==> src/rtl/core/stt_pkg.sv <==
// stt_pkg: shared types, codes and byte constants of the source text tokenizer
// no dependencies; imported by every module of the block
package stt_pkg;

	localparam int unsigned TOKEN_BYTES_DEFAULT = 24;
	localparam int unsigned LEN_W = 5;
	localparam int unsigned TEXT_W = 192;
	localparam int unsigned OUTQ_DEPTH = 4;
	localparam int unsigned OUTQ_PTR_W = 2;
	localparam int unsigned OUTQ_CNT_W = 3;

	localparam logic [7:0] CH_NUL = 8'h00;
	localparam logic [7:0] CH_TAB = 8'h09;
	localparam logic [7:0] CH_NL = 8'h0A;
	localparam logic [7:0] CH_CR = 8'h0D;
	localparam logic [7:0] CH_SPACE = 8'h20;
	localparam logic [7:0] CH_QUOTE = 8'h22;
	localparam logic [7:0] CH_HASH = 8'h23;
	localparam logic [7:0] CH_STAR = 8'h2A;
	localparam logic [7:0] CH_PLUS = 8'h2B;
	localparam logic [7:0] CH_MINUS = 8'h2D;
	localparam logic [7:0] CH_DOT = 8'h2E;
	localparam logic [7:0] CH_SLASH = 8'h2F;
	localparam logic [7:0] CH_ZERO = 8'h30;
	localparam logic [7:0] CH_NINE = 8'h39;
	localparam logic [7:0] CH_COLON = 8'h3A;
	localparam logic [7:0] CH_EQUAL = 8'h3D;
	localparam logic [7:0] CH_BSLASH = 8'h5C;

	typedef enum logic [3:0] {
		KIND_IDENT    = 4'd0,
		KIND_KEYWORD  = 4'd1,
		KIND_OPERATOR = 4'd2,
		KIND_CONST    = 4'd3,
		KIND_SPECIAL  = 4'd4,
		KIND_INTEGER  = 4'd5,
		KIND_FLOAT    = 4'd6,
		KIND_STRING   = 4'd7,
		KIND_OVERFLOW = 4'd8
	} token_kind_t;

	typedef enum logic [1:0] {
		QS_NO     = 2'd0,
		QS_BODY   = 2'd1,
		QS_ESC    = 2'd2,
		QS_CLOSED = 2'd3
	} quote_scan_t;

	typedef enum logic [1:0] {
		NS_NO   = 2'd0,
		NS_INT  = 2'd1,
		NS_DOT  = 2'd2,
		NS_FRAC = 2'd3
	} number_scan_t;

	typedef struct packed {
		token_kind_t       kind;
		logic [LEN_W-1:0]  length;
		logic [TEXT_W-1:0] text;
		logic              last;
	} stt_result_t;

endpackage

==> src/rtl/core/stt_lexer.sv <==
// stt_lexer: pending token store, comment/overflow flags and token classifier
// depends on stt_pkg; produces up to two results per accepted byte
module stt_lexer import stt_pkg::*; #(
	parameter int unsigned MAX_TOKEN_BYTES = TOKEN_BYTES_DEFAULT
) (
	input  logic        clk,
	input  logic        arst_n,
	input  logic        accept,
	input  logic [7:0]  ch,
	input  logic        end_of_source,
	output stt_result_t res_a,
	output stt_result_t res_b,
	output logic [1:0]  n_res
);

	localparam int unsigned IDX_W = $clog2(MAX_TOKEN_BYTES);

	logic [7:0]       token_bytes_q [MAX_TOKEN_BYTES];
	logic [LEN_W-1:0] count_q, count_d;
	logic             comment_q, comment_d;
	logic             ovf_q, ovf_d;
	quote_scan_t      qs_q, qs_d;
	number_scan_t     ns_q, ns_d;
	logic             wr_en;

	logic [TEXT_W-1:0] pend_text;
	token_kind_t       pend_kind;
	stt_result_t       pend_res, char_res, ovf_res;
	logic              is_space, is_op, is_digit, is_kw, const_word;

	always_comb begin
		pend_text = '0;
		for (int i = 0; i < MAX_TOKEN_BYTES; i++) begin
			if (LEN_W'(i) < count_q) begin
				pend_text[i*8 +: 8] = token_bytes_q[i];
			end
		end
	end

	assign is_kw =
		(count_q == LEN_W'(3) && token_bytes_q[0] == "i" && token_bytes_q[1] == "n"
			&& token_bytes_q[2] == "t") ||
		(count_q == LEN_W'(5) && token_bytes_q[0] == "f" && token_bytes_q[1] == "l"
			&& token_bytes_q[2] == "o" && token_bytes_q[3] == "a"
			&& token_bytes_q[4] == "t") ||
		(count_q == LEN_W'(3) && token_bytes_q[0] == "s" && token_bytes_q[1] == "t"
			&& token_bytes_q[2] == "r") ||
		(count_q == LEN_W'(4) && token_bytes_q[0] == "b" && token_bytes_q[1] == "o"
			&& token_bytes_q[2] == "o" && token_bytes_q[3] == "l");

	assign const_word = count_q == LEN_W'(5) && token_bytes_q[0] == "c"
		&& token_bytes_q[1] == "o" && token_bytes_q[2] == "n"
		&& token_bytes_q[3] == "s" && token_bytes_q[4] == "t";

	always_comb begin
		if (is_kw) begin
			pend_kind = KIND_KEYWORD;
		end else if (const_word) begin
			pend_kind = KIND_CONST;
		end else if (qs_q == QS_CLOSED) begin
			pend_kind = KIND_STRING;
		end else if (ns_q == NS_INT) begin
			pend_kind = KIND_INTEGER;
		end else if (ns_q == NS_FRAC) begin
			pend_kind = KIND_FLOAT;
		end else begin
			pend_kind = KIND_IDENT;
		end
	end

	assign is_space = ch inside {CH_NUL, CH_SPACE, [CH_TAB:CH_CR]};
	assign is_op    = ch inside {CH_PLUS, CH_EQUAL, CH_STAR, CH_SLASH, CH_MINUS};
	assign is_digit = ch inside {[CH_ZERO:CH_NINE]};

	always_comb begin
		pend_res = '{kind: pend_kind, length: count_q, text: pend_text, last: 1'b1};
		char_res = '{kind: (ch == CH_COLON) ? KIND_SPECIAL : KIND_OPERATOR,
			length: LEN_W'(1), text: {{(TEXT_W-8){1'b0}}, ch}, last: 1'b1};
		ovf_res = '{kind: KIND_OVERFLOW, length: '0, text: '0, last: 1'b1};
	end

	always_comb begin
		res_a     = pend_res;
		res_b     = char_res;
		n_res     = 2'd0;
		count_d   = count_q;
		comment_d = comment_q;
		ovf_d     = ovf_q;
		qs_d      = qs_q;
		ns_d      = ns_q;
		wr_en     = 1'b0;
		if (accept) begin
			if (end_of_source) begin
				if (!ovf_q && count_q != '0) begin
					n_res = 2'd1;
				end
				count_d   = '0;
				qs_d      = QS_NO;
				ns_d      = NS_NO;
				comment_d = 1'b0;
				ovf_d     = 1'b0;
			end else if (ovf_q) begin
				ovf_d = 1'b1;
			end else if (comment_q) begin
				if (ch == CH_NL) begin
					comment_d = 1'b0;
				end
			end else if (ch == CH_HASH) begin
				if (count_q != '0) begin
					n_res = 2'd1;
				end
				comment_d = 1'b1;
				count_d   = '0;
				qs_d      = QS_NO;
				ns_d      = NS_NO;
			end else if (is_space) begin
				if (count_q != '0) begin
					n_res = 2'd1;
				end
				count_d = '0;
				qs_d    = QS_NO;
				ns_d    = NS_NO;
			end else if (is_op || ch == CH_COLON) begin
				if (count_q != '0) begin
					res_a.last = 1'b0;
					n_res      = 2'd2;
				end else begin
					res_a = char_res;
					n_res = 2'd1;
				end
				count_d = '0;
				qs_d    = QS_NO;
				ns_d    = NS_NO;
			end else if (count_q >= LEN_W'(MAX_TOKEN_BYTES)) begin
				res_a   = ovf_res;
				n_res   = 2'd1;
				count_d = '0;
				qs_d    = QS_NO;
				ns_d    = NS_NO;
				ovf_d   = 1'b1;
			end else begin
				wr_en   = 1'b1;
				count_d = count_q + LEN_W'(1);
				if (count_q == '0) begin
					qs_d = (ch == CH_QUOTE) ? QS_BODY : QS_NO;
					ns_d = is_digit ? NS_INT : NS_NO;
				end else begin
					case (qs_q)
						QS_BODY: begin
							qs_d = (ch == CH_QUOTE) ? QS_CLOSED
								: (ch == CH_BSLASH) ? QS_ESC : QS_BODY;
						end
						QS_ESC: begin
							qs_d = QS_BODY;
						end
						default: begin
							qs_d = QS_NO;
						end
					endcase
					case (ns_q)
						NS_INT: begin
							ns_d = is_digit ? NS_INT : (ch == CH_DOT) ? NS_DOT : NS_NO;
						end
						NS_DOT, NS_FRAC: begin
							ns_d = is_digit ? NS_FRAC : NS_NO;
						end
						default: begin
							ns_d = NS_NO;
						end
					endcase
				end
			end
		end
	end

	always_ff @(posedge clk or negedge arst_n) begin
		if (!arst_n) begin
			count_q   <= '0;
			comment_q <= 1'b0;
			ovf_q     <= 1'b0;
			qs_q      <= QS_NO;
			ns_q      <= NS_NO;
		end else begin
			count_q   <= count_d;
			comment_q <= comment_d;
			ovf_q     <= ovf_d;
			qs_q      <= qs_d;
			ns_q      <= ns_d;
		end
	end

	always_ff @(posedge clk) begin
		if (wr_en) begin
			token_bytes_q[count_q[IDX_W-1:0]] <= ch;
		end
	end

endmodule

==> src/rtl/core/stt_outq.sv <==
// stt_outq: four-entry result queue, takes up to two results per cycle
// depends on stt_pkg; head entry drives the output channel from registers
module stt_outq import stt_pkg::*; (
	input  logic        clk,
	input  logic        arst_n,
	input  stt_result_t res_a,
	input  stt_result_t res_b,
	input  logic [1:0]  n_res,
	output logic        room,
	output logic        out_valid,
	input  logic        out_ready,
	output stt_result_t head
);

	stt_result_t           entries_q [OUTQ_DEPTH];
	logic [OUTQ_PTR_W-1:0] wptr_q, rptr_q;
	logic [OUTQ_CNT_W-1:0] count_q;
	logic                  pop;

	assign out_valid = count_q != '0;
	assign pop       = out_valid && out_ready;
	assign room      = count_q <= OUTQ_CNT_W'(OUTQ_DEPTH - 2);
	assign head      = entries_q[rptr_q];

	always_ff @(posedge clk or negedge arst_n) begin
		if (!arst_n) begin
			wptr_q  <= '0;
			rptr_q  <= '0;
			count_q <= '0;
		end else begin
			wptr_q  <= wptr_q + OUTQ_PTR_W'(n_res);
			rptr_q  <= rptr_q + OUTQ_PTR_W'(pop);
			count_q <= count_q + OUTQ_CNT_W'(n_res) - OUTQ_CNT_W'(pop);
		end
	end

	always_ff @(posedge clk) begin
		if (n_res != 2'd0) begin
			entries_q[wptr_q] <= res_a;
		end
		if (n_res == 2'd2) begin
			entries_q[wptr_q + OUTQ_PTR_W'(1)] <= res_b;
		end
	end

endmodule

==> src/rtl/core/source_text_tokenizer.sv <==
// source_text_tokenizer: top level, byte stream in, classified tokens out
// depends on stt_pkg, stt_lexer, stt_outq
//
//  channel | handshake            | payload
//  --------+----------------------+-----------------------------------------------
//  in      | in_valid / in_ready  | ch, end_of_source
//  out     | out_valid / out_ready| token_kind, token_length, text_low/mid/high,
//          |                      | last_of_run
//
// one byte is taken per cycle while room is high; its results are written
// to the result queue in the same cycle and can be taken from the next cycle on
// a byte may give two results, so input is taken while at most two queue
// entries are held; the queue's four entries set this figure
// a stall on the out side only holds input once more than two results wait
// arst_n clears the lexer state and the queue; no clearing pass
module source_text_tokenizer import stt_pkg::*; #(
	parameter int unsigned MAX_TOKEN_BYTES = TOKEN_BYTES_DEFAULT
) (
	input  logic        clk,
	input  logic        arst_n,
	input  logic        in_valid,
	output logic        in_ready,
	input  logic [7:0]  ch,
	input  logic        end_of_source,
	output logic        out_valid,
	input  logic        out_ready,
	output logic [3:0]  token_kind,
	output logic [4:0]  token_length,
	output logic [63:0] text_low,
	output logic [63:0] text_mid,
	output logic [63:0] text_high,
	output logic        last_of_run
);

	stt_result_t res_a, res_b, head;
	logic [1:0]  n_res;
	logic        room;
	logic        accept;

	assign in_ready = room;
	assign accept   = in_valid && room;

	stt_lexer #(
		.MAX_TOKEN_BYTES(MAX_TOKEN_BYTES)
	) u_lexer (
		.clk           (clk),
		.arst_n        (arst_n),
		.accept        (accept),
		.ch            (ch),
		.end_of_source (end_of_source),
		.res_a         (res_a),
		.res_b         (res_b),
		.n_res         (n_res)
	);

	stt_outq u_outq (
		.clk       (clk),
		.arst_n    (arst_n),
		.res_a     (res_a),
		.res_b     (res_b),
		.n_res     (n_res),
		.room      (room),
		.out_valid (out_valid),
		.out_ready (out_ready),
		.head      (head)
	);

	assign token_kind   = head.kind;
	assign token_length = head.length;
	assign text_low     = head.text[63:0];
	assign text_mid     = head.text[127:64];
	assign text_high    = head.text[191:128];
	assign last_of_run  = head.last;

endmodule

==> config.mk <==
export PLATFORM = sky130hd
export DESIGN_NAME = source_text_tokenizer
export DESIGN_NICKNAME = d
export VERILOG_FILES = /design/src/rtl/core/stt_pkg.sv /design/src/rtl/core/stt_lexer.sv /design/src/rtl/core/stt_outq.sv /design/src/rtl/core/source_text_tokenizer.sv
export SDC_FILE = /design/constraint.sdc
export NUM_CORES = 2
export LEC_CHECK = 0
export ABC_AREA = 0
export BUFFER_PORTS_ARGS = -buffer_cell sky130_fd_sc_hd__buf_2
export CAP_MARGIN = 20
export CORE_AREA = 4 4 198 393
export CTS_CLUSTER_SIZE = 10
export DETAILED_ROUTE_END_ITERATION = 8
export DIE_AREA = 0 0 202 397
export HOLD_SLACK_MARGIN = 0.08
export PLACE_DENSITY = 0.85
export REMOVE_ABC_BUFFERS = 1
export SKIP_LAST_GASP = 1
export SLEW_MARGIN = 20
export SYNTH_ARGS = -nofsm -noshare
export SYNTH_HDL_FRONTEND = slang
export SYNTH_HIERARCHICAL = 1
export SYNTH_SLANG_ARGS = --single-unit
export TNS_END_PERCENT = 1
==> constraint.sdc <==
create_clock -name clk -period 42.2 [get_ports clk]
set_input_delay 6.33 -clock clk [delete_from_list [all_inputs] [get_ports clk]]
set_output_delay 6.33 -clock clk [all_outputs]
set_load 0.01 [all_outputs]
==> results by stage <==
Drt:
- The via density per instance is 6.40.
- The first-iteration detailed-routing DRC count is 2,628.
- For this run, design rule violations remaining after detail routing come to 0.
- The detailed-route wire length is approximately 120,000 microns.
- The first-pass detailed-route iteration total is 5.
- The overall via count from detail_route is approximately 26,000.
- Dividing the detail-routed wire length by the instance count gives 28.5 microns.
- The final antenna-violating net count is 0.

Logic synthesis:
- The most instantiated flip-flop cell in the synthesis netlist is sky130_fd_sc_hd__edfxtp_1.
- The synthesized flop and latch total is approximately 1,000.
- The most frequent cell after synthesis is sky130_fd_sc_hd__edfxtp_1.
- Of all flip-flops after synthesis, the portion carrying an async set or reset was 1.77%.
- The biggest area contributor in the post-synthesis netlist is sky130_fd_sc_hd__edfxtp_1.
- During synthesis, Yosys emitted a total of 6 warnings.
- The share of synthesized area in the top cell type comes to 60.5%.
- The average cell area after synthesis is about 17 sq um.
- The number of enable flip-flop cells after synthesis is 1,000.
- The netlist uses 69 different library cells.
- Yosys attributes the largest share of cell area to sky130_fd_sc_hd__edfxtp_1, sky130_fd_sc_hd__mux2_2, sky130_fd_sc_hd__mux4_2, sky130_fd_sc_hd__mux2_1, sky130_fd_sc_hd__buf_4.
- The post-synthesis instance total is 2,840.
- Sequential elements use 61.4% of the synthesized area.
- The cell area after technology mapping is 0.0497 sq mm.
- The commonest cells after synthesis are sky130_fd_sc_hd__edfxtp_1, sky130_fd_sc_hd__mux2_2, sky130_fd_sc_hd__buf_4, sky130_fd_sc_hd__mux4_2, sky130_fd_sc_hd__mux2_1.

Power:
- In this run switching power makes up 28.7% of total power.
- The power per cell area is approximately 51 mW/mm^2.
- Across the VDD grid, the largest voltage drop is 44.5 uV.
- The total net switching power is 0.793 mW.
- The combinational cell fraction of total power is 25.2%.
- The static leakage power is a little under 20 nW.
- Internal power comes to 1.97 mW.
- Per report_power, the clock group accounts for 31.2% of the total.
- The total power is about 2.8 mW.
- The relative contribution of sequential cells to total power is 43.6%.

Worst setup path:
- At the worst endpoint, the arrival time is 5.27 ns.
- The element type at the critical path end is an output port.
- For the worst setup path, the data required time is 35.87 ns.
- The slack of the worst reg-to-reg path is 36.18 ns.
- STA classifies the critical path startpoint as a register.
- The largest driver fanout on the critical path is 45.
- The critical path class is reg2out.

Clock tree:
- The number of H-tree levels is 3.
- The post-CTS setup-driven buffer insertion count is 0.
- The later pin in the worst-skew pair is clocked with a latency of about 0.7 ns.
- The number of clock buffers added by TritonCTS is 111.
- The hold buffer count at cts is 0.
- The clock root buffer is sky130_fd_sc_hd__clkbuf_16.
- TritonCTS built the clock tree.
- The register clock-pin slew on the reported worst setup and hold paths is 0.06 ns.
- Counting every sink on the clock net gives 1,018.
- Counting along the longest clock path gives a buffer depth of 3.
- The number of cells upsized or downsized after cts is 0.

Status:
- The flow ran to the end, and the final reports show no timing, DRC or antenna violations.

Placed design:
- Port buffering added 216 buffers.
- The wire-length estimate of the detail-placed layout is ~67,000 microns.
- The number of instances in the placed design is 3,931.
- The congestion estimate from routability-driven global placement came to 0.848.

Floorplan:
- From bottom edge to top edge, the die measures just under 400 microns.
- During I/O placement, the number of pins put on the boundary was 217.
- The die span in x is slightly above 200 microns.
- The placeable core region is 0.0748 sq mm.
- After floorplanning, the core was divided into 142 placement rows.
- The die covers 0.0802 sq mm.
- The starting density of the core is 66.4%.

Finish:
- Fill cells in the final layout number 4,477.
- The final standard cell count with taps included and fillers excluded is 4,106.
- Relative to the synthesized area, the layout overhead comes to 8.16%.
- The final layout contains about 3,000 nets.
- In the final layout, the share of cells above drive strength 1 is 39.8%.

Timing:
- The final number of max-transition violations came to 0.
- The tightest hold path in the finished design has a slack of 0.521 ns.
- The number of endpoints with negative hold slack in the final report is 0.
- The transition time at the pin with the least slew margin is 1.20 ns.
- After layout, the minimum clock period comes to approximately 12 ns.
- Setup repair after global routing left no endpoint under its margin.
- Headroom to the max-slew limit came out at 20.2%.
- For the final routed database, the setup TNS stands at 0 ns.
- The clock skew after layout is 0.0409 ns.
- Setup violations remaining at the end of the flow were counted as 0.
- For this run, the top clock speed supported by timing is 0.0862 GHz.
- The final critical path takes up 27.5% of the cycle.

Flow run:
- The tool flagged a number of max-cap violations equal to 0.

Min path:
- The type of the most critical hold path is reg2reg.

Global route:
- The number of global-route vias before repair is a little under 30,000.
- Global routing used 29.2% of the available tracks.
- The initial antenna violation count is 11.
- The first global-routing pass estimated about 180,000 microns of wire.
- Summed over all layers, the global routing overflow is 0.
- Entering global routing, the biggest net connects between 150 and 200 pins.
## flip-flops by register name, indices dropped and copies added (netlist names)
register,count
u_lexer/ovf_q,1
u_outq/rptr_q,2
u_outq/wptr_q,2
u_lexer/token_bytes_q,192
u_lexer/qs_q,2
u_lexer/ns_q,2
u_lexer/count_q,5
u_outq/count_q,3
u_outq/entries_q,808
u_lexer/comment_q,1
## critical path, cell delays in order (launching register included)
cell and delay [ns]:
sky130_fd_sc_hd__dfrtp_4 0.98, sky130_fd_sc_hd__buf_4 0.86, sky130_fd_sc_hd__buf_4 0.84, sky130_fd_sc_hd__buf_4 0.89, sky130_fd_sc_hd__mux4_2 0.72, sky130_fd_sc_hd__buf_2 0.19
## metrics by stage
stage / setup WS [ns] / cell area, sq um / util (%)
2_1_floorplan: 2.38 / 47800 / -
3_3_place_gp: 30.33 / 50600 / 67.6
3_5_place_dp: 30.27 / 50600 / 67.6
4_1_cts: 30.33 / 53700 / 71.8
5_1_grt: 30.05 / 53700 / 71.8
6_report: 30.60 / 53700 / 71.8
## path summary, 6_finish.rpt
path | endpoint | from | depth (start not counted)
worst max-delay path | text_high[62] | u_outq/rptr_q[0]$_DFF_PN0_ | 5
worst min-delay path | u_lexer/comment_q$_DFFE_PN0P_ | u_lexer/comment_q$_DFFE_PN0P_ | 2
worst max register to register | u_outq/entries_q[2][108]$_DFFE_PP_ | u_outq/count_q[2]$_DFF_PN0_ | 11
worst min register to register | u_lexer/comment_q$_DFFE_PN0P_ | u_lexer/comment_q$_DFFE_PN0P_ | 2
max in group asynchronous | u_outq/rptr_q[1]$_DFF_PN0_ | arst_n | 1
min in group asynchronous | u_lexer/count_q[3]$_DFFE_PN0P_ | arst_n | 1
## cell type report
| cell class | count | area (sq um) | share of cell area (%) |
|---|---|---|---|
| diodes | 7 | 17.5 | 0.0326 |
| clock buffers | 165 | 3090 | 5.75 |
| clock inverters | 3 | 28.8 | 0.0536 |
| inverters | 19 | 71.3 | 0.133 |
| multi-input cells | 1635 | 17300 | 32.3 |
| flip-flops and latches | 1018 | 30500 | 56.8 |
| well taps | 1008 | 1260 | 2.35 |
| repair buffers | 251 | 1430 | 2.66 |
## layer usage
layer	vias up	wire length, microns	part of all wire [%]	GRT usage (%)
li1	11200	-	-	-
met4	8	4950	4.2	13.0
met5	-	49	0.042	0
met2	1135	62700	54	52.3
met1	13700	41400	35	34.4
met3	254	7810	6.7	5.37
## cell usage in the layout, fill, tap and decap left out, types with 8 or more instances in the layout
master | netlist | routed
sky130_fd_sc_hd__a21oi_1 | 19 | 19
sky130_fd_sc_hd__and2_1 | 180 | 180
sky130_fd_sc_hd__and3_1 | 12 | 12
sky130_fd_sc_hd__buf_2 | 61 | 216
sky130_fd_sc_hd__buf_4 | 219 | 28
sky130_fd_sc_hd__clkbuf_1 | 28 | 49
sky130_fd_sc_hd__clkbuf_16 | 0 | 116
sky130_fd_sc_hd__conb_1 | 2 | 192
sky130_fd_sc_hd__dfrtp_1 | 18 | 16
sky130_fd_sc_hd__edfxtp_1 | 1000 | 1000
sky130_fd_sc_hd__ha_1 | 10 | 10
sky130_fd_sc_hd__inv_1 | 19 | 19
sky130_fd_sc_hd__mux2_1 | 184 | 184
sky130_fd_sc_hd__mux2_2 | 616 | 616
sky130_fd_sc_hd__mux2_4 | 9 | 9
sky130_fd_sc_hd__mux4_2 | 202 | 202
sky130_fd_sc_hd__nand2_1 | 19 | 19
sky130_fd_sc_hd__nand3_1 | 17 | 17
sky130_fd_sc_hd__nor2_1 | 43 | 41
sky130_fd_sc_hd__nor3_1 | 8 | 8
sky130_fd_sc_hd__o21ai_0 | 12 | 11
## cell families after synthesis
logic type	count (synthesis)	share of synthesized area (%)
xor+xnor	6	0.106
mux	1013	27.6
buf+inv	377	5.31
flops	1018	61.4
fa+ha+maj	11	0.292
simple gates	335	4.10
other cells	2	0.0151
compound gates	78	1.19
## power groups by stage
stage	clock network [mW]	registers [mW]	logic, mW
3_3_place_gp	0	1.22	0.691
4_1_cts	0.872	1.20	0.705
3_5_place_dp	0	1.22	0.698
6_report	0.861	1.20	0.697
2_1_floorplan	0	1.28	0.463
5_1_grt	0.913	1.21	0.743
No activity file was read; power rests on OpenSTA's default activity.
